===== src/design/vn4_pkg.sv =====
// ----------------------------------------------------------------------------
// vn4_pkg
// shared types and constants for the four-component vector normaliser
// ----------------------------------------------------------------------------
package vn4_pkg;

  // number of vector components
  localparam int unsigned LANES = 4;
  // width of every result word on the ports
  localparam int unsigned OUT_W = 32;
  // zero threshold register
  localparam int unsigned THR_W = 16;
  localparam logic [THR_W-1:0] THR_RESET = 16'd1;
  // divider remainder width, divisor is at most 32 bits
  localparam int unsigned DRW = 34;

  // control that travels with a beat down the cell chain
  typedef struct packed {
    logic             vld;
    logic             is_zero;
    logic [LANES-1:0] neg;
  } vn4_ctl_t;

  // one finished result beat
  typedef struct packed {
    logic [LANES-1:0][OUT_W-1:0] norm;
    logic [OUT_W-1:0]            len;
    logic                        was_zero;
  } vn4_res_t;

endpackage


===== src/design/vn4_sqrt_cell.sv =====
// ----------------------------------------------------------------------------
// vn4_sqrt_cell
// one digit of a pipelined restoring square root, one root bit per cell
// ----------------------------------------------------------------------------
module vn4_sqrt_cell #(
  parameter int COMP_WIDTH = 32
) (
  input  logic                                          clk_i,
  input  logic                                          rst_ni,
  input  logic                                          en_i,
  input  vn4_pkg::vn4_ctl_t                             ctl_i,
  input  logic [2*COMP_WIDTH+1:0]                       rad_i,
  input  logic [COMP_WIDTH+3:0]                         rem_i,
  input  logic [COMP_WIDTH:0]                           root_i,
  input  logic [vn4_pkg::LANES-1:0][COMP_WIDTH-1:0]     raw_i,
  output vn4_pkg::vn4_ctl_t                             ctl_o,
  output logic [2*COMP_WIDTH+1:0]                       rad_o,
  output logic [COMP_WIDTH+3:0]                         rem_o,
  output logic [COMP_WIDTH:0]                           root_o,
  output logic [vn4_pkg::LANES-1:0][COMP_WIDTH-1:0]     raw_o
);

  localparam int RADW = 2*COMP_WIDTH+2;
  localparam int RW   = COMP_WIDTH+4;

  logic [RW-1:0] rem_sh;
  logic [RW-1:0] trial;
  logic          ge;

  // bring down the next two radicand bits and try the next root bit
  always_comb begin
    rem_sh = {rem_i[RW-3:0], rad_i[RADW-1 -: 2]};
    trial  = {1'b0, root_i, 2'b01};
    ge     = (rem_sh >= trial);
  end

  // control
  always_ff @(posedge clk_i or negedge rst_ni) begin
    if (!rst_ni) begin
      ctl_o <= '0;
    end else if (en_i) begin
      ctl_o <= ctl_i;
    end
  end

  // payload
  always_ff @(posedge clk_i) begin
    if (en_i) begin
      rad_o  <= {rad_i[RADW-3:0], 2'b00};
      rem_o  <= ge ? (rem_sh - trial) : rem_sh;
      root_o <= {root_i[COMP_WIDTH-1:0], ge};
      raw_o  <= raw_i;
    end
  end

endmodule


===== config.mk =====
export PLATFORM = sky130hd
export DESIGN_NAME = vn4_sqrt_cell
export DESIGN_NICKNAME = d
export VERILOG_FILES = /design/src/design/vn4_pkg.sv /design/src/design/vn4_sqrt_cell.sv
export SDC_FILE = /design/constraint.sdc
export NUM_CORES = 1
export LEC_CHECK = 0
export BUFFER_PORTS_ARGS = -buffer_cell sky130_fd_sc_hd__buf_2
export CAP_MARGIN = 20
export CORE_AREA = 2 2 208 210
export CTS_CLUSTER_SIZE = 24
export DETAILED_ROUTE_END_ITERATION = 7
export DIE_AREA = 0 0 210 212
export PLACE_DENSITY = 0.57
export SLEW_MARGIN = 5
export SYNTH_ARGS = -nofsm -noshare
export SYNTH_HDL_FRONTEND = slang
export SYNTH_SLANG_ARGS = --single-unit

===== constraint.sdc =====
create_clock -name clk_i -period 1.6 [get_ports clk_i]
set_input_delay 0.08 -clock clk_i [delete_from_list [all_inputs] [get_ports clk_i]]
set_output_delay 0.08 -clock clk_i [all_outputs]
set_load 0.01 [all_outputs]

; After elaboration in Yosys (flattened, before gate mapping)
; Index checks and enable logic that the tools add are counted.
[totals]
inputBits = 272
n_memories = 0
word_cells = 13
regBits = 267
latchBits = 0
output_inout_bits = 269
mem_bits_ro = 0
ram_bits = 0
[classes]
shifts = 0
muxes = 1
eq_ne = 0
mul = 0
n_reduce_logical = 0
div = 0
order_cmp = 1
add_sub_neg = 1
bitwise = 0
[ops]
columns = operator, n
row1 = >= comparator 36 x 35 -> 1 bit, 1
row2 = two-way mux 36 bit, 1
row3 = subtractor 36 x 35 -> 36 bit, 1

; Depth between registers and ports, before layout
[logic_depth]
ltp_word = 2
mapped_depth = 13

; Worst setup path before layout
; OpenSTA, ideal clock, no wires.
[synth_path]
kind = input to register
startpoint = input root_i[0]
endpoint = register rem_o[10] (data pin)
t_arrival_ns = 2.454
slack_ns = -1.114
required_ns = 1.340
path_buffers = 1
stages = 12
setup_ns = 0.260
cell_sequence = inv_1 ha_1 nor2b_4 o311ai_2 a32oi_2 a31oi_4 o211ai_4 a41o_4 a21oi_4 inv_4 buf_6 mux2_4
[synth_via]
elab_chain_len = 2
[synth_lines]
columns = item, line_no
row1 = start: declaration, vn4_sqrt_cell.sv:14  ; input logic [COMP_WIDTH:0] root_i,
row2 = subtractor 36 x 35 -> 36 bit or >= comparator 36 x 35 -> 1 bit (tied branches), "vn4_sqrt_cell.sv:50, vn4_sqrt_cell.sv:34"
row3 = two-way mux 36 bit (*), vn4_sqrt_cell.sv:50  ; rem_o <= ge ? (rem_sh - trial) : rem_sh;
row4 = end signal: assignment, vn4_sqrt_cell.sv:50
row5 = end: declaration, vn4_sqrt_cell.sv:18  ; output logic [COMP_WIDTH+3:0] rem_o,
; Mark *: on every way between the ends. The rest lies on a longest branch, timed or not.
; A chain may end at the register's enable or synchronous reset.

; Worst setup path after layout
[layout_path]
startpoint = input root_i[0]
endpoint = register rem_o[25] (data pin)
; The elaborated chain is that of the path after synthesis.

==> results.ini <==
[finish]
number_of_nets_in_the_layout = 1898
post_route_cells_drive_above_1_share_pct = 51.52
final_cell_count_no_fill = 2164
area_growth_syn_to_layout_pct = 80.91

[setup_path]
critical_path.endpoint_type = flop
critical_path_arrival_ns = 2.37
worst_r2r_path_depth = 1
critical_path.reg2reg.startpoint = ctl_o[2]
path_max_fanout = 18
critical_path_class = in -> reg
worstReg2RegEnd = ctl_o[2]
timing.reg2reg.setup_slack_ns = 0.84
timing.critical_path.from_type = primary input
worst-endpoint-required_ns = 1.91

[synthesis]
synth_cell_type_count = 57
prevailing_post_synth_register_cell = sky130_fd_sc_hd__edfxtp_1
synth_area_sq_um = 10640
synth-adder-area-share_pct = 4.114
yosys-mux-area-fraction_pct = 4.925
synth_top_family_by_area = compound AO/OA/AOI/OAI gates
synth_compound_area_share_pct = 6.747
synthesis.instances = 618
ys_ff_latch = 267
yosysSeqAreaShare_pct = 75.04
synth_simple_gate_area_share_pct = 4.232
synth.yosys.warnings = 0
number_of_synthesized_flops_with_an_enable_pin = 261
post_synth_xor_area_fraction_pct = 2.551
avgSynthCellArea_sq_um = 17.22
postSynth.asyncResetShare_pct = 2.247

[route]
drc_errors = 0
route.detailed.wl_per_inst_microns = 18.98
routed_via_density = 4.274
detail-route-antenna-nets = 0
totalWireLength_mm = 41.07
detail_route.first_pass.iterations = 4
dr_iter_0_viols = 458
vias = 9248

[outcome]
failed_checks = setup timing
run_status = complete, but fails checks

[floorplan]
area_of_the_core_region_sq_um = 42510
design.portCount = 541
die_height_microns = 212
placementRows = 76
floorplan.die_area_sq_um = 44520
floorplan.initialDensity_pct = 25.04
die_x_extent_microns = 210

[sta]
worst_slack_ns = -0.4552
post-route-min-period_ns = 2.055
fin_tns_setup_ns = -15.05
report.final.setup_viol = 37
final_number_of_max_transition_violations = 0
fmaxAchievable_mhz = 486.6
fin_crit_sh_pct = 128.5
finClkSkew_ns = 0
grt_setup_unrepaired = yes
hold_viol_final = 0

[power]
cellLeakagePower_nw = 8.453
internal_power_mw = 14.32
total_power_mw = 19.35
power.density_nw_per_um2 = 1005
power.share.sequential_pct = 44.5
sw_power_mw = 5.035
vdd.ir_drop.worst_mv = 0.7074
power.switching_fraction_pct = 26.02
clock_power_share_pct = 34.4
power.combinational.fraction_pct = 21.1

[job]
max_cap_violations = 0

[clock_network]
max-clock-path-buffers = 3
clk_root_buffer_cell = sky130_fd_sc_hd__clkbuf_16
numClockSinks = 267
clk_transition_reported_paths_ns = 0.06
clock_tree.htree_level_count = 1
tritoncts.num_buffers = 31
cts_tree = done
clk_latency_ns = 0.56

[place]
io_buffer_count = 536
dp_cells = 1818
gp_congestion = 0.8255
place.detailed.hpwl_mm = 29.49

[hold_path]
hp-class = in -> reg
hold_path.startpoint = rad_i[64]
timing.hold.worst_endpoint = rem_o[1]
worst_hold_path.num_cells = 4

[grt]
grt_antenna_before_repair = 5
remaining_global_route_overflow = 0
grt_pass1_wl_mm = 57.98
grt_pass1_vias = 9608
grt_use_total_pct = 17.41
grt_start_max_net_pins = 71

## area by class of cell
| type | count | area [sq um] |
|---|---|---|
| tap | 546 | 683.2 |
| multi-input combinational | 294 | 2825 |
| antenna | 3 | 7.507 |
| timing repair buffer | 949 | 6608 |
| sequential | 267 | 7988 |
| fill | 3795 | 23250 |
| inverter | 48 | 190.2 |
| clock buffer | 34 | 787.0 |
| clock inverter | 23 | 167.7 |
## per-stage QoR
| stage | hold slack [ns] | setup WS (ns) | utilization, % | cell area, sq um |
|---|---|---|---|---|
| after CTS | 0.03357 | -0.4030 | 44.97 | 19110 |
| after detailed placement | -0.09031 | -1.129 | 35.53 | 15100 |
| after global routing | 0.08077 | -0.5340 | 45.30 | 19260 |
| after floorplan | -0.2156 | -0.9462 | - | 10780 |
| final | 0.08285 | -0.4552 | 45.30 | 19260 |
| after global placement | -0.09578 | -1.064 | 35.53 | 15100 |
## cell usage after synthesis (2+ instances only)
master,instances,share of area [%]
sky130_fd_sc_hd__clkbuf_1,5,0.18
sky130_fd_sc_hd__and4_1,2,0.16
sky130_fd_sc_hd__nand4_1,7,0.41
sky130_fd_sc_hd__and3_1,11,0.65
sky130_fd_sc_hd__a211oi_1,3,0.21
sky130_fd_sc_hd__buf_4,2,0.14
sky130_fd_sc_hd__xor2_1,12,0.99
sky130_fd_sc_hd__a21oi_1,33,1.6
sky130_fd_sc_hd__nor2b_1,4,0.24
sky130_fd_sc_hd__nor2_1,12,0.42
sky130_fd_sc_hd__nand3_1,9,0.42
sky130_fd_sc_hd__buf_6,3,0.32
sky130_fd_sc_hd__a31o_2,2,0.16
sky130_fd_sc_hd__inv_1,47,1.7
sky130_fd_sc_hd__nand2_1,27,0.95
sky130_fd_sc_hd__xnor2_1,19,1.6
sky130_fd_sc_hd__a21o_1,9,0.63
sky130_fd_sc_hd__o21ai_0,20,0.94
sky130_fd_sc_hd__mux2_4,26,3.7
sky130_fd_sc_hd__o21a_1,5,0.35
sky130_fd_sc_hd__or2_2,2,0.12
sky130_fd_sc_hd__ha_1,35,4.1
sky130_fd_sc_hd__dfrtp_1,6,1.4
sky130_fd_sc_hd__nor3b_1,2,0.14
sky130_fd_sc_hd__mux2_2,11,1.2
sky130_fd_sc_hd__and2_1,3,0.18
sky130_fd_sc_hd__edfxtp_1,261,74
sky130_fd_sc_hd__o211ai_1,4,0.28
sky130_fd_sc_hd__o21bai_1,4,0.28
sky130_fd_sc_hd__nor3_1,5,0.24
## kinds of logic (layout without fill, tap and decap cells)
kind of cell | count (synthesis) | after routing
xor+xnor | 31 | 31
fa+ha+maj | 35 | 35
compound gates | 100 | 100
simple gates | 88 | 88
flops | 267 | 267
mux | 38 | 38
other cells | 1 | 5
buf+inv | 58 | 1054
## worst max-delay path: stages
cell and delay (ns):
sky130_fd_sc_hd__buf_8 0.10, sky130_fd_sc_hd__inv_4 0.04, sky130_fd_sc_hd__ha_4 0.19, sky130_fd_sc_hd__nor2b_4 0.14, sky130_fd_sc_hd__o311ai_4 0.27, sky130_fd_sc_hd__a32oi_2 0.19, sky130_fd_sc_hd__a31oi_4 0.24, sky130_fd_sc_hd__o211ai_4 0.10
sky130_fd_sc_hd__a41o_4 0.26, sky130_fd_sc_hd__a21oi_4 0.17, sky130_fd_sc_hd__inv_4 0.08, sky130_fd_sc_hd__buf_12 0.17, sky130_fd_sc_hd__mux2_4 0.31
## how the worst max path moves through the flow
stage,end,startpoint,slack (ns),cells after the start
5_1_grt,rem_o[22],root_i[0],-0.53,13
3_3_place_gp,rem_o[29],rem_i[0],-1.06,12
4_1_cts,rem_o[25],root_i[17],-0.40,14
6_report,rem_o[25],root_i[0],-0.46,13
2_1_floorplan,rem_o[10],rem_i[0],-0.95,11
3_5_place_dp,rem_o[35],root_i[0],-1.13,13
## cell usage in the layout (no fill, tap or decap), types with 5 or more instances in the layout
cell	netlist	final
sky130_fd_sc_hd__o21ai_0	20	15
sky130_fd_sc_hd__xnor2_1	19	18
sky130_fd_sc_hd__dfrtp_1	6	6
sky130_fd_sc_hd__ha_1	35	18
sky130_fd_sc_hd__and3_1	11	9
sky130_fd_sc_hd__nand3_1	9	9
sky130_fd_sc_hd__a21o_1	9	8
sky130_fd_sc_hd__dlygate4sd3_1	0	267
sky130_fd_sc_hd__xor2_1	12	12
sky130_fd_sc_hd__mux2_4	26	27
sky130_fd_sc_hd__buf_6	3	7
sky130_fd_sc_hd__mux2_2	11	10
sky130_fd_sc_hd__nor2_1	12	12
sky130_fd_sc_hd__nand4_1	7	7
sky130_fd_sc_hd__clkinv_4	0	5
sky130_fd_sc_hd__nand2_1	27	26
sky130_fd_sc_hd__inv_1	47	41
sky130_fd_sc_hd__ha_4	0	16
sky130_fd_sc_hd__clkinv_2	0	11
sky130_fd_sc_hd__buf_4	2	135
sky130_fd_sc_hd__clkbuf_16	0	32
sky130_fd_sc_hd__a21oi_2	0	5
sky130_fd_sc_hd__a21oi_1	33	25
sky130_fd_sc_hd__buf_2	0	530
sky130_fd_sc_hd__edfxtp_1	261	261
sky130_fd_sc_hd__buf_12	0	6
## metal layers
| metal | track usage (%) | vias up | part of all wire, % |
|---|---|---|---|
| met5 | 0 | - | 0.071 |
| met4 | 9.513 | 4 | 5.6 |
| met3 | 3.028 | 90 | 5.1 |
| met2 | 31.62 | 350 | 51 |
| met1 | 19.43 | 4499 | 38 |
| li1 | - | 4305 | - |
## flip-flops by register name, summed over array words and instances, names as in the netlist
name,count
ctl_o,6
rad_o,64
raw_o,128
rem_o,36
root_o,33
## what timing repair did
action                     4_1_cts  5_1_grt
setup buffers                   14        7
hold endpoints to repair       286        0
setup endpoints to repair       37       37
cloned                           0        1
hold buffers                   267        0
pin swaps                       17        9
resized for setup               56       12
## power groups by stage
stage / Combinational [mW] / Clock (mW) / Sequential (mW)
after floorplan: 1.08 / 0 / 9.09
after global routing: 4.37 / 7.13 / 8.66
after detailed placement: 3.32 / 0 / 8.73
final: 4.08 / 6.67 / 8.61
after global placement: 3.29 / 0 / 8.73
after CTS: 4.03 / 6.92 / 8.60
Power figures use the tool's default switching activity.
