### config.mk
export PLATFORM = sky130hd
export DESIGN_NAME = vn4_div_cell
export DESIGN_NICKNAME = d
export VERILOG_FILES = /design/src/design/vn4_pkg.sv /design/src/design/vn4_div_cell.sv
export SDC_FILE = /design/constraint.sdc
export NUM_CORES = 1
export LEC_CHECK = 0
export BUFFER_PORTS_ARGS = -buffer_cell sky130_fd_sc_hd__buf_2
export CELL_PAD_IN_SITES_DETAIL_PLACEMENT = 2
export CELL_PAD_IN_SITES_GLOBAL_PLACEMENT = 2
export CORE_AREA = 10 10 527 529
export CTS_BUF_LIST = sky130_fd_sc_hd__clkbuf_16
export DETAILED_ROUTE_END_ITERATION = 12
export DIE_AREA = 0 0 537 539
export GPL_TIMING_DRIVEN = 0
export HOLD_SLACK_MARGIN = 0.1
export PLACE_DENSITY = 0.42
export SKIP_CTS_REPAIR_TIMING = 1
export SYNTH_ARGS = -nofsm -noshare
export SYNTH_HDL_FRONTEND = slang
export SYNTH_SLANG_ARGS = --single-unit
### constraint.sdc
create_clock -name clk_i -period 0.9 [get_ports clk_i]
set_input_delay 0.09 -clock clk_i [delete_from_list [all_inputs] [get_ports clk_i]]
set_output_delay 0.09 -clock clk_i [all_outputs]
set_load 0.005 [all_outputs]
### src/design/vn4_pkg.sv
// ----------------------------------------------------------------------------
// vn4_pkg
// shared types and constants for the four-component vector normaliser
// ----------------------------------------------------------------------------
package vn4_pkg;

  // number of vector components
  localparam int unsigned LANES = 4;
  // width of every result word on the ports
  localparam int unsigned OUT_W = 32;
  // zero threshold register
  localparam int unsigned THR_W = 16;
  localparam logic [THR_W-1:0] THR_RESET = 16'd1;
  // divider remainder width, divisor is at most 32 bits
  localparam int unsigned DRW = 34;

  // control that travels with a beat down the cell chain
  typedef struct packed {
    logic             vld;
    logic             is_zero;
    logic [LANES-1:0] neg;
  } vn4_ctl_t;

  // one finished result beat
  typedef struct packed {
    logic [LANES-1:0][OUT_W-1:0] norm;
    logic [OUT_W-1:0]            len;
    logic                        was_zero;
  } vn4_res_t;

endpackage

### src/design/vn4_div_cell.sv
// ----------------------------------------------------------------------------
// vn4_div_cell
// one quotient bit of a pipelined restoring divider, four lanes side by side
// ----------------------------------------------------------------------------
module vn4_div_cell #(
  parameter int COMP_WIDTH = 32,
  parameter int FRAC_BITS  = 16
) (
  input  logic                                                   clk_i,
  input  logic                                                   rst_ni,
  input  logic                                                   en_i,
  input  vn4_pkg::vn4_ctl_t                                      ctl_i,
  input  logic [vn4_pkg::OUT_W-1:0]                              len_i,
  input  logic [vn4_pkg::LANES-1:0][COMP_WIDTH-1:0]              raw_i,
  input  logic [vn4_pkg::LANES-1:0][vn4_pkg::DRW-1:0]            rem_i,
  input  logic [vn4_pkg::LANES-1:0][COMP_WIDTH+FRAC_BITS-1:0]    dvd_i,
  input  logic [vn4_pkg::LANES-1:0][COMP_WIDTH+FRAC_BITS-1:0]    quo_i,
  output vn4_pkg::vn4_ctl_t                                      ctl_o,
  output logic [vn4_pkg::OUT_W-1:0]                              len_o,
  output logic [vn4_pkg::LANES-1:0][COMP_WIDTH-1:0]              raw_o,
  output logic [vn4_pkg::LANES-1:0][vn4_pkg::DRW-1:0]            rem_o,
  output logic [vn4_pkg::LANES-1:0][COMP_WIDTH+FRAC_BITS-1:0]    dvd_o,
  output logic [vn4_pkg::LANES-1:0][COMP_WIDTH+FRAC_BITS-1:0]    quo_o
);

  localparam int DW  = COMP_WIDTH+FRAC_BITS;
  localparam int DRW = vn4_pkg::DRW;

  logic [vn4_pkg::LANES-1:0][DRW-1:0] r_sh;
  logic [vn4_pkg::LANES-1:0][DRW-1:0] r_nx;
  logic [vn4_pkg::LANES-1:0]          ge;
  logic [DRW-1:0]                     dsr;

  // shift in the next dividend bit and subtract where it fits
  always_comb begin
    dsr = DRW'(len_i);
    for (int i = 0; i < int'(vn4_pkg::LANES); i++) begin
      r_sh[i] = {rem_i[i][DRW-2:0], dvd_i[i][DW-1]};
      ge[i]   = (r_sh[i] >= dsr);
      r_nx[i] = ge[i] ? (r_sh[i] - dsr) : r_sh[i];
    end
  end

  // control
  always_ff @(posedge clk_i or negedge rst_ni) begin
    if (!rst_ni) begin
      ctl_o <= '0;
    end else if (en_i) begin
      ctl_o <= ctl_i;
    end
  end

  // payload
  always_ff @(posedge clk_i) begin
    if (en_i) begin
      len_o <= len_i;
      raw_o <= raw_i;
      for (int i = 0; i < int'(vn4_pkg::LANES); i++) begin
        rem_o[i] <= r_nx[i];
        dvd_o[i] <= {dvd_i[i][DW-2:0], 1'b0};
        quo_o[i] <= {quo_i[i][DW-2:0], ge[i]};
      end
    end
  end

endmodule

# After elaboration in Yosys (flattened, before gate mapping)
# Index checks and enable logic that the tools add are counted.
[totals]
regBits = 682
elab_cells = 32
output_inout_bits = 686
[classes]
add_sub_neg = 4
magnitude_cmp = 4
n_mux = 4
[op_table]
columns = ["op", "count"]
rows = [
  ["34-bit by 32-bit greater-or-equal comparator with 1-bit output", 4],
  ["34-bit 2-to-1 mux", 4],
  ["34-bit by 32-bit subtractor with 34-bit output", 4],
]

# Depth between registers and ports, before layout
# Gate-level depths: netlist of run 1.
[logic_depth]
depth_word = 2
ltp_mapped = 16
depth_no_buf = 14

# Worst setup path before layout of run 1
# OpenSTA, ideal clock, no wires.
[synth_timing]
path_kind = "input port to flip-flop"
startpoint = "input len_i[1] in the netlist's numbering"
endpoint = "register rem_o[66] in the netlist's numbering (data pin)"
path_buffers = 0
path_slack_ps = -2012
arrival_time_ps = 2655
setup_ps = 258
cell_stages = 11
t_required_ps = 642
cell_sequence = "inv_1 > fa_1 > a21o_1 > a221oi_2 > o221ai_2 > a31oi_2 > o21ai_2 > a211oi_4 > nor3_1 > or4b_4 > xnor2_2"
[synth_rtl]
columns = ["item", "line", "source"]
rows = [
  ["start: declaration", "vn4_div_cell.sv:13", "input logic [vn4_pkg::OUT_W-1:0] len_i,"],
  ["end signal: indexed assignment", "vn4_div_cell.sv:59", "rem_o[i] <= r_nx[i];"],
  ["end: declaration", "vn4_div_cell.sv:21", "output logic [vn4_pkg::LANES-1:0][vn4_pkg::DRW-1:0] rem_o,"],
]

==> flow_metrics.env, run 1 <==
export IMPL_status="finished with violations"
export IMPL_violations="hold timing, setup timing"
export IMPL_grt_use_met3_pct=4.98
export IMPL_track_usage_pct=13.5
export IMPL_cts_root_buf="clkbuf_16"
export IMPL_p_switching_mw=30.7
export IMPL_design_area_um2=59400
export IMPL_path_clk_slew_ns=0.06
export IMPL_die_w_um=537
export IMPL_gp_congestion=0.881
export IMPL_fp_coreArea_um2=267000
export IMPL_cts_tree="done"
export IMPL_required_ns=1.41
export IMPL_setup_viol=1399
export IMPL_drtPass1Iterations=4
export IMPL_final_util_pct=22.3
export IMPL_postRouteWirelength_um=230000
export IMPL_crit_top_cell="buf_12"
export IMPL_drt_drc_violations_left=0
export IMPL_yosys_warnings=0
export IMPL_dpl_cell_area_um2=40800
export IMPL_finalCritPeriodShare_pct=313
export IMPL_synth_edf_count=676
export IMPL_grt_pass1_vias=25100
export IMPL_antenna_found_initial=131
export IMPL_clk_latency_ns=0.80
export IMPL_p_per_area_nw_per_um2=1730
export IMPL_hold_ws_ns=-0.479
export IMPL_overflow=0
export IMPL_area_delta_synth_final_pct=104
export IMPL_use_met2_pct=23.9
export IMPL_drive_above_1_share_pct=43.1
export IMPL_numCtsBuffers=98
export IMPL_yosys_area_top_type="edfxtp_1"
export IMPL_hold_class="input port to flop"
export IMPL_io_pins=1375
export IMPL_rsz0062_at_grt="yes"
export IMPL_worst_ep_arrival_time_ns=3.33
export IMPL_fmax_mhz=355
export IMPL_met1_usage_pct=15.6
export IMPL_cp_slowest_cell="a2111o_1"
export IMPL_yosysSeqAreaShare_pct=70.2
export IMPL_final_cell_mix="buf_2 (1,276), dlygate4sd3_1 (1,101), edfxtp_1 (676), clkbuf_16 (121), a21oi_1 (115)"
export IMPL_drt_iter0_markers=1634
export IMPL_fin_ws_ns=-1.92
export IMPL_worst_slew_pin_slew_ns=0.749
export IMPL_ys_async_sr_fraction_pct=0.880
export IMPL_clock_path_buffers=4
export IMPL_die_h_um=539
export IMPL_wl_per_cell_um=27.7
export IMPL_grt_first_pass_wirelength_um=263000
export IMPL_cts_sinks=682
export IMPL_initial_core_util_pct=10.9
export IMPL_drv_cap=0
export IMPL_nFillCells=29600
export IMPL_synthDistinctLibCells=88
export IMPL_port_buffers=1362
export IMPL_syn_inst=1953
export IMPL_finClkSkew_ns=0
export IMPL_maxSlewViolCount=0
export IMPL_synth_top_flop_cell="edfxtp_1"
export IMPL_switching_share_pct=29.8
export IMPL_synth_area_per_cell_um2=14.9
export IMPL_synthTopCellsByArea="edfxtp_1 (70%), ha_1 (5.5%), a21oi_1 (3.0%), xnor2_1 (2.0%), a21o_1 (1.8%)"
export IMPL_worst_path_largest_cell_delay_ns=0.47
export IMPL_intPower_mw=72.3
export IMPL_path_max_fanout=7
export IMPL_via_per_inst=3.53
export IMPL_vdd_drop_max_v=0.00119
export IMPL_worstSetupEndpointType="flop"
export IMPL_num_rows=190
export IMPL_clkPwrFrac_pct=37.5
export IMPL_path_class="input port to flop"
export IMPL_grt_busiest_layer="met2"
export IMPL_grt_start_max_net_pins=114
export IMPL_p_seq_share_pct=38.6
export IMPL_hold_viol=34
export IMPL_ys_ff_latch=682
export IMPL_final_common_cell="buf_2"
export IMPL_synth_top_area_share_pct=69.7
export IMPL_netlist_area_um2=29100
export IMPL_startpoint_type="input port"
export IMPL_detail_route_antenna_nets=0
export IMPL_p_leak_nw=23.8
export IMPL_hpwl_um=174000
export IMPL_vias=29400
export IMPL_p_comb_share_pct=23.9
export IMPL_slew_headroom_pct=50.0
export IMPL_path_cells="buf_8 > clkinvlp_4 > buf_12 > buf_12 > fa_2 > a211oi_4 > o21ai_2 > a211oi_2 > nand3b_1 > a31oi_4 > a22o_1 > a2111o_1 > buf_6 > buf_12 > mux2_4"
export IMPL_htreeDepth=3
export IMPL_final_nets=5485
export IMPL_die_area_um2=289000
export IMPL_post_route_min_period_ns=2.82
==> path summary, 6_finish.rpt <==
check / startpoint / endpoint / slack [ns] / cells past startpoint
worst min-delay path: len_i[1] / len_o[1]$_DFFE_PP_ / -0.48 / 1
max in group asynchronous: rst_ni / ctl_o[2]$_DFFE_PN0P_ / 0.17 / 3
worst max-delay path: len_i[1] / rem_o[22]$_DFFE_PP_ / -1.92 / 15
worst max register to register: ctl_o[2]$_DFFE_PN0P_ / ctl_o[2]$_DFFE_PN0P_ / 0.01 / 2
min in group asynchronous: rst_ni / ctl_o[1]$_DFFE_PN0P_ / 0.51 / 3
worst min register to register: ctl_o[3]$_DFFE_PN0P_ / ctl_o[3]$_DFFE_PN0P_ / 0.51 / 1
==> worst max-delay path: cells and delay by family <==
kind	cells	cell delay, ns
buffers and inverters	6	0.73
AO/OA/AOI/OAI	6	1.53
multiplexers	1	0.34
AND/OR/NAND/NOR	1	0.23
adder cells (fa/ha/maj)	1	0.39
==> cell families after synthesis <==
kind of cell / after synthesis / share of synthesized area [%]
flip-flops: 682 / 70.2
AO/OA/AOI/OAI: 484 / 10.9
AND/OR/NAND/NOR: 371 / 5.98
adder cells (fa/ha/maj): 132 / 5.77
buffers and inverters: 129 / 1.98
XOR/XNOR: 115 / 3.48
multiplexers: 39 / 1.64
other: 1 / 0.0129
==> metrics by stage <==
stage                     TNS (ns)  instances  setup slack (ns)  power (mW)
final                      -940.09       8327             -1.92         103
after global routing      -1013.99       8301             -1.96         108
after CTS                  -993.93       7050             -3.17        97.1
after detailed placement  -1245.09       6876             -4.04        57.3
after global placement    -9091.10       6870            -12.83        55.8
after floorplan            -251.41       1956             -1.94        46.2
==> layout make-up <==
type,count,area [um2],share of cell area [%]
clock buffers,99,2480,4.17
inverters,79,430,0.724
repair buffers,2622,20600,34.6
multi-input cells,1145,9860,16.6
flip-flops and latches,682,20400,34.4
plain buffers,36,515,0.867
well taps,3552,4440,7.48
clock inverters,75,598,1.01
diodes,37,92.6,0.156
==> Yosys cell counts, types with 6 or more instances <==
cell	instances
o21bai_1	27
o21a_1	20
clkbuf_1	20
mux2_4	11
or3_1	8
a211oi_1	18
buf_6	6
nor2_1	123
nor4_1	9
o21ai_0	70
xor2_1	46
edfxtp_1	676
nand3_1	39
buf_4	7
and3_1	10
mux2_2	21
a21o_1	71
or2_2	6
nand2_1	93
xnor2_1	68
a31oi_1	8
nor2b_1	12
nor3_1	22
o31ai_1	13
ha_1	128
buf_2	16
and2_1	7
dfrtp_1	6
a21oi_1	174
nand4_1	20
inv_1	77
o211ai_1	6
==> power groups by stage <==
| stage | registers, mW | logic [mW] | clock network [mW] |
|---|---|---|---|
| after floorplan | 40.5 | 5.76 | 0 |
| after global placement | 40.0 | 15.8 | 0 |
| after detailed placement | 40.3 | 17.0 | 0 |
| after CTS | 39.7 | 17.2 | 40.3 |
| after global routing | 40.1 | 26.5 | 41.3 |
| final | 39.8 | 24.6 | 38.6 |
==> registers in the layout, summed over array words and instances, names as in the netlist <==
| register | cells |
|---|---|
| len_o | 32 |
| rem_o | 136 |
| raw_o | 128 |
| quo_o | 192 |
| dvd_o | 188 |
| ctl_o | 6 |
==> metal layers <==
metal  share of wire, %  routed length [um]
met5               0.14                 327
met4                3.2                7450
met3                8.8               20200
met2                 50              114000
met1                 38               88200
Note: power is estimated with default switching activity, not from simulation.
==> inputs of run 2 (changes only) <==
==> constraint.sdc (replaced) <==
create_clock -name clk_i -period 2.8 [get_ports clk_i]
set_input_delay 0.28 -clock clk_i [delete_from_list [all_inputs] [get_ports clk_i]]
set_output_delay 0.28 -clock clk_i [all_outputs]
set_load 0.005 [all_outputs]
==> flow_metrics.env, run 2 (synthesized netlist as in run 1, its figures left out) <==
export IMPL_pre_cts_slack_ns=-2.50
export IMPL_postRouteWirelength_um=213000
export IMPL_finalCritPeriodShare_pct=108
export IMPL_crit_top_cell="buf_12"
export IMPL_die_area_um2=289000
export IMPL_numCtsBuffers=98
export IMPL_path_cells="buf_8 > clkinvlp_4 > buf_12 > buf_12 > fa_2 > a211oi_4 > o21ai_2 > a211oi_2 > nand3b_1 > a31oi_4 > a22o_1 > a2111o_2 > clkbuf_16 > mux2_4"
export IMPL_largest_register_ffs=192
export IMPL_worstSetupEndpointType="flop"
export IMPL_io_pins=1375
export IMPL_fin_total_pwr_mw=32.0
export IMPL_fp_coreArea_um2=267000
export IMPL_cts_tree="done"
export IMPL_drtPass1Iterations=5
export IMPL_tns_ns=-4.67
export IMPL_area_delta_synth_final_pct=80.6
export IMPL_grt_start_max_net_pins=110
export IMPL_p_leak_nw=21.2
export IMPL_fin_ws_ns=-0.221
export IMPL_regMostFlops="quo_o"
export IMPL_drive_above_1_share_pct=42.7
export IMPL_rsz0062_at_grt="yes"
export IMPL_hold_ws_ns=-0.105
export IMPL_path_max_fanout=5
export IMPL_final_nets=5009
export IMPL_drv_cap=0
export IMPL_die_w_um=537
export IMPL_hold_viol=8
export IMPL_intPower_mw=22.8
export IMPL_antenna_found_initial=141
export IMPL_grt_pass1_vias=25000
export IMPL_cts_sinks=682
export IMPL_cts_root_buf="clkbuf_16"
export IMPL_gp_congestion=0.860
export IMPL_overflow=0
export IMPL_p_per_area_nw_per_um2=609
export IMPL_cp_slowest_cell="a2111o_2"
export IMPL_vdd_drop_max_v=0.000410
export IMPL_initial_core_util_pct=10.9
export IMPL_maxSlewViolCount=0
export IMPL_worst_ep_arrival_time_ns=3.51
export IMPL_p_comb_share_pct=20.5
export IMPL_final_common_cell="buf_2"
export IMPL_required_ns=3.29
export IMPL_fin_cells=7860
export IMPL_clock_path_buffers=4
export IMPL_final_cell_mix="buf_2 (1,361), edfxtp_1 (676), dlygate4sd3_1 (676), a21oi_1 (151), ha_1 (113)"
export IMPL_startpoint_type="input port"
export IMPL_path_clk_slew_ns=0.06
export IMPL_worst_path_largest_cell_delay_ns=0.60
export IMPL_hold_class="input port to flop"
export IMPL_slew_headroom_pct=49.8
export IMPL_p_seq_share_pct=39.8
export IMPL_drt_drc_violations_left=0
export IMPL_wl_per_cell_um=27.1
export IMPL_top_layer_used="met5"
export IMPL_status="finished with violations"
export IMPL_worst_slew_pin_slew_ns=0.746
export IMPL_p_switching_mw=9.26
export IMPL_clkPwrFrac_pct=39.7
export IMPL_finClkSkew_ns=0
export IMPL_wl_met2_um=103000
export IMPL_hpwl_um=171000
export IMPL_switching_share_pct=28.9
export IMPL_dp_cells=6877
export IMPL_path_class="input port to flop"
export IMPL_clk_latency_ns=0.79
export IMPL_largestRegisters="quo_o x192, dvd_o x188, rem_o x136"
export IMPL_detail_route_antenna_nets=0
export IMPL_wl_met3_um=17200
export IMPL_num_rows=190
export IMPL_track_usage_pct=13.3
export IMPL_violations="hold timing, setup timing"
export IMPL_post_route_min_period_ns=3.02
export IMPL_via_per_inst=3.47
export IMPL_grt_first_pass_wirelength_um=260000
export IMPL_die_h_um=539
export IMPL_drt_iter0_markers=1575
export IMPL_htreeDepth=3
export IMPL_vias=27300
export IMPL_setup_viol=35
export IMPL_fmax_mhz=331
export IMPL_met1Wirelength_um=86900
export IMPL_port_buffers=1362
-- run 2: changes by cell type in the layout (fill, tap and decap cells not counted), moves of 19 or more --
cell / before / now
o21ai_2: 28 / 6
a21oi_1: 115 / 151
buf_12: 51 / 28
nor2_4: 49 / 17
o21ai_1: 8 / 27
dlygate4sd3_1: 1101 / 676
a21oi_2: 50 / 19
clkbuf_16: 121 / 101
nor2_1: 64 / 100
buf_2: 1276 / 1361
buf_6: 100 / 13
-- run 2: path summary, 6_finish.rpt --
check | cells past startpoint | from | slack [ns] | endpoint
worst max-delay path | 14 | len_i[1] | -0.22 | rem_o[8]$_DFFE_PP_
worst min-delay path | 2 | rem_i[102] | -0.10 | rem_o[103]$_DFFE_PP_
min in group asynchronous | 2 | rst_ni | 0.06 | ctl_o[3]$_DFFE_PN0P_
worst max register to register | 1 | ctl_o[4]$_DFFE_PN0P_ | 2.04 | ctl_o[4]$_DFFE_PN0P_
max in group asynchronous | 2 | rst_ni | 2.57 | ctl_o[4]$_DFFE_PN0P_
worst min register to register | 1 | ctl_o[0]$_DFFE_PN0P_ | 0.50 | ctl_o[0]$_DFFE_PN0P_
-- run 2: layer usage --
layer,vias to the layer above,global-route usage (%)
met5,-,0
met4,42,3.12
met3,316,4.31
met2,1186,22.8
met1,13700,16.2
li1,12100,-
-- run 2: worst max-delay path: cells and delay by family --
family | cells | cell delay (ns)
AO/OA/AOI/OAI | 6 | 1.64
buffers and inverters | 5 | 0.66
adder cells (fa/ha/maj) | 1 | 0.39
multiplexers | 1 | 0.30
AND/OR/NAND/NOR | 1 | 0.25
-- run 2: final cells by class --
class / count / area [um2]
fillers: 30000 / 214000
flip-flops and latches: 682 / 20400
repair buffers: 2134 / 14800
multi-input cells: 1145 / 8780
well taps: 3552 / 4440
clock buffers: 98 / 2450
clock inverters: 77 / 716
inverters: 79 / 418
plain buffers: 48 / 394
diodes: 45 / 113
-- run 2: stage by stage --
step	cell area, um2	hold WS [ns]	util [%]
after detailed placement	40700	0.149	15.3
after CTS	43900	-0.791	16.4
final	52600	-0.105	19.7
after global routing	52600	-0.146	19.7
after global placement	40500	0.148	15.2
after floorplan	29300	-0.0156	-
-- run 2: power by group through the flow --
stage                     registers, mW  logic (mW)  clock network (mW)
after detailed placement           12.9        5.35                   0
after global placement             13.2        5.33                   0
after floorplan                    13.0        1.82                   0
after global routing               12.8        7.13                13.6
final                              12.7        6.57                12.7
after CTS                          12.7        5.39                13.3
==> inputs of run 3 (changes only) <==
==> config.mk (replaced) <==
export PLATFORM = sky130hd
export DESIGN_NAME = vn4_div_cell
export DESIGN_NICKNAME = d
export VERILOG_FILES = /design/src/design/vn4_pkg.sv /design/src/design/vn4_div_cell.sv
export SDC_FILE = /design/constraint.sdc
export NUM_CORES = 1
export LEC_CHECK = 0
export BUFFER_PORTS_ARGS = -buffer_cell sky130_fd_sc_hd__buf_2
export CORE_AREA = 10 10 533 535
export CTS_BUF_LIST = sky130_fd_sc_hd__clkbuf_16
export DETAILED_ROUTE_END_ITERATION = 12
export DIE_AREA = 0 0 543 545
export GPL_TIMING_DRIVEN = 0
export HOLD_SLACK_MARGIN = 0.1
export PLACE_DENSITY = 0.32
export SKIP_CTS_REPAIR_TIMING = 1
export SLEW_MARGIN = 20
export SYNTH_ARGS = -nofsm -noshare
export SYNTH_HDL_FRONTEND = slang
export SYNTH_SLANG_ARGS = --single-unit
==> constraint.sdc (replaced) <==
create_clock -name clk_i -period 3.03 [get_ports clk_i]
set_input_delay 0.303 -clock clk_i [delete_from_list [all_inputs] [get_ports clk_i]]
set_output_delay 0.303 -clock clk_i [all_outputs]
set_load 0.005 [all_outputs]
==> flow_metrics.env, run 3 (synthesized netlist as in run 1, its figures left out) <==
export IMPL_status="finished with violations"
export IMPL_violations="hold timing"
export IMPL_grt_start_max_net_pins=94
export IMPL_vias=26100
export IMPL_die_h_um=545
export IMPL_postRouteWirelength_um=193000
export IMPL_hold_class="input port to flop"
export IMPL_setup_viol=0
export IMPL_die_w_um=543
export IMPL_worst_ep_arrival_time_ns=3.54
export IMPL_cts_root_buf="clkbuf_16"
export IMPL_track_usage_pct=11.9
export IMPL_hpwl_um=161000
export IMPL_wl_per_cell_um=24.6
export IMPL_initial_core_util_pct=10.7
export IMPL_clock_path_buffers=4
export IMPL_regMostFlops="quo_o"
export IMPL_cp_num_buf_inv=5
export IMPL_antenna_found_initial=115
export IMPL_pre_cts_slack_ns=-2.96
export IMPL_slew_headroom_pct=54.3
export IMPL_fp_coreArea_um2=273000
export IMPL_tns_ns=0
export IMPL_hold_viol=7
export IMPL_p_comb_share_pct=19.8
export IMPL_dp_cells=6916
export IMPL_finClkSkew_ns=0
export IMPL_gp_congestion=0.879
export IMPL_required_ns=3.56
export IMPL_clk_latency_ns=0.74
export IMPL_p_per_area_nw_per_um2=551
export IMPL_drt_drc_violations_left=0
export IMPL_fmax_mhz=331
export IMPL_drive_above_1_share_pct=41.0
export IMPL_path_clk_slew_ns=0.06
export IMPL_dpl_cell_area_um2=40700
export IMPL_post_route_min_period_ns=3.02
export IMPL_area_delta_synth_final_pct=77.9
export IMPL_drtPass1Iterations=5
export IMPL_final_cell_mix="buf_2 (1,368), edfxtp_1 (676), dlygate4sd3_1 (674), a21oi_1 (168), nor2_1 (121)"
export IMPL_reg2reg_setup_slack_ns=2.27
export IMPL_detail_route_antenna_nets=0
export IMPL_fin_ws_ns=0.0115
export IMPL_maxSlewViolCount=0
export IMPL_startpoint_type="input port"
export IMPL_fin_cells=7857
export IMPL_path_max_fanout=5
export IMPL_path_delay_family="compound AO/OA/AOI/OAI gates"
export IMPL_p_leak_nw=20.9
export IMPL_intPower_mw=20.4
export IMPL_switching_share_pct=28.5
export IMPL_clkPwrFrac_pct=39.0
export IMPL_final_common_cell="buf_2"
export IMPL_grt_pass1_vias=24000
export IMPL_io_pins=1375
export IMPL_cts_sinks=682
export IMPL_path_class="input port to flop"
export IMPL_numCtsBuffers=95
export IMPL_worst_path_largest_cell_delay_ns=0.53
export IMPL_design_area_um2=51800
export IMPL_worstSetupEndpointType="flop"
export IMPL_num_rows=192
export IMPL_cts_tree="done"
export IMPL_path_cells="buf_2 > clkinvlp_4 > buf_12 > ha_1 > o21ai_0 > o21ai_2 > a211oi_2 > nand3b_1 > a31oi_4 > a22o_1 > a2111o_1 > buf_6 > clkbuf_16 > mux2_4"
export IMPL_hold_ws_ns=-0.149
export IMPL_finalCritPeriodShare_pct=99.6
export IMPL_drt_iter0_markers=1628
export IMPL_p_seq_share_pct=41.2
export IMPL_p_switching_mw=8.13
export IMPL_nFillCells=30000
export IMPL_largestRegisters="quo_o x192, dvd_o x188, rem_o x136"
export IMPL_vdd_drop_max_v=0.000367
export IMPL_multi_input_area_um2=8480
export IMPL_grt_first_pass_wirelength_um=236000
export IMPL_die_area_um2=296000
export IMPL_fin_total_pwr_mw=28.6
export IMPL_final_nets=4977
export IMPL_via_per_inst=3.32
export IMPL_worst_slew_pin_slew_ns=0.668
export IMPL_port_buffers=1362
export IMPL_largest_register_ffs=192
export IMPL_final_seq_area_um2=20400
export IMPL_cp_slowest_cell="a2111o_1"
export IMPL_overflow=0
export IMPL_htreeDepth=3
export IMPL_drv_cap=0
run 3: cell types whose count changed in the layout (fill, tap and decap cells not counted), sizes merged:
cell,before,now
diode,45,40
inv,77,75
bufinv,12,8
buf,1481,1460
dlygate4sd3,676,674
clkinvlp,35,31
clkbuf,123,115
clkinv,32,38
run 3: path summary, 6_finish.rpt:
kind,start,to,cells after the start
hold reg to reg,ctl_o[5]$_DFFE_PN0P_,ctl_o[5]$_DFFE_PN0P_,1
max in group asynchronous,rst_ni,ctl_o[4]$_DFFE_PN0P_,3
hold / removal,dvd_i[47],rem_o[0]$_DFFE_PP_,3
setup / recovery,len_i[3],rem_o[14]$_DFFE_PP_,14
setup reg to reg,ctl_o[4]$_DFFE_PN0P_,ctl_o[4]$_DFFE_PN0P_,1
min in group asynchronous,rst_ni,ctl_o[5]$_DFFE_PN0P_,3
run 3: cell type report:
class | count | area share, %
clock inverter | 73 | 1.17
inverter | 79 | 0.780
tap | 3589 | 8.66
timing repair buffer | 2107 | 28.1
antenna | 40 | 0.193
buffer | 46 | 0.611
multi-input combinational | 1145 | 16.4
clock buffer | 96 | 4.63
sequential | 682 | 39.5
run 3: metal layers:
metal	track usage [%]	wire length (um)	vias up
met5	0	363	-
met2	23.2	104000	1128
li1	-	-	12000
met4	3.67	7380	60
met1	11.3	66500	12500
met3	4.69	15200	346
run 3: stage by stage:
stage | utilization [%] | hold slack, ns
finish | 19.0 | -0.149
CTS | 16.0 | -0.715
floorplan | - | 0.00741
detailed placement | 14.9 | 0.163
global route | 19.0 | -0.197
global placement | 14.8 | 0.160
run 3: power groups by stage:
stage	clock network (mW)	logic (mW)	registers, mW
after floorplan	0	1.64	12.0
after global placement	0	4.76	12.2
after detailed placement	0	4.74	12.0
after CTS	11.8	4.78	11.8
after global routing	12.0	6.17	11.9
final	11.2	5.65	11.8
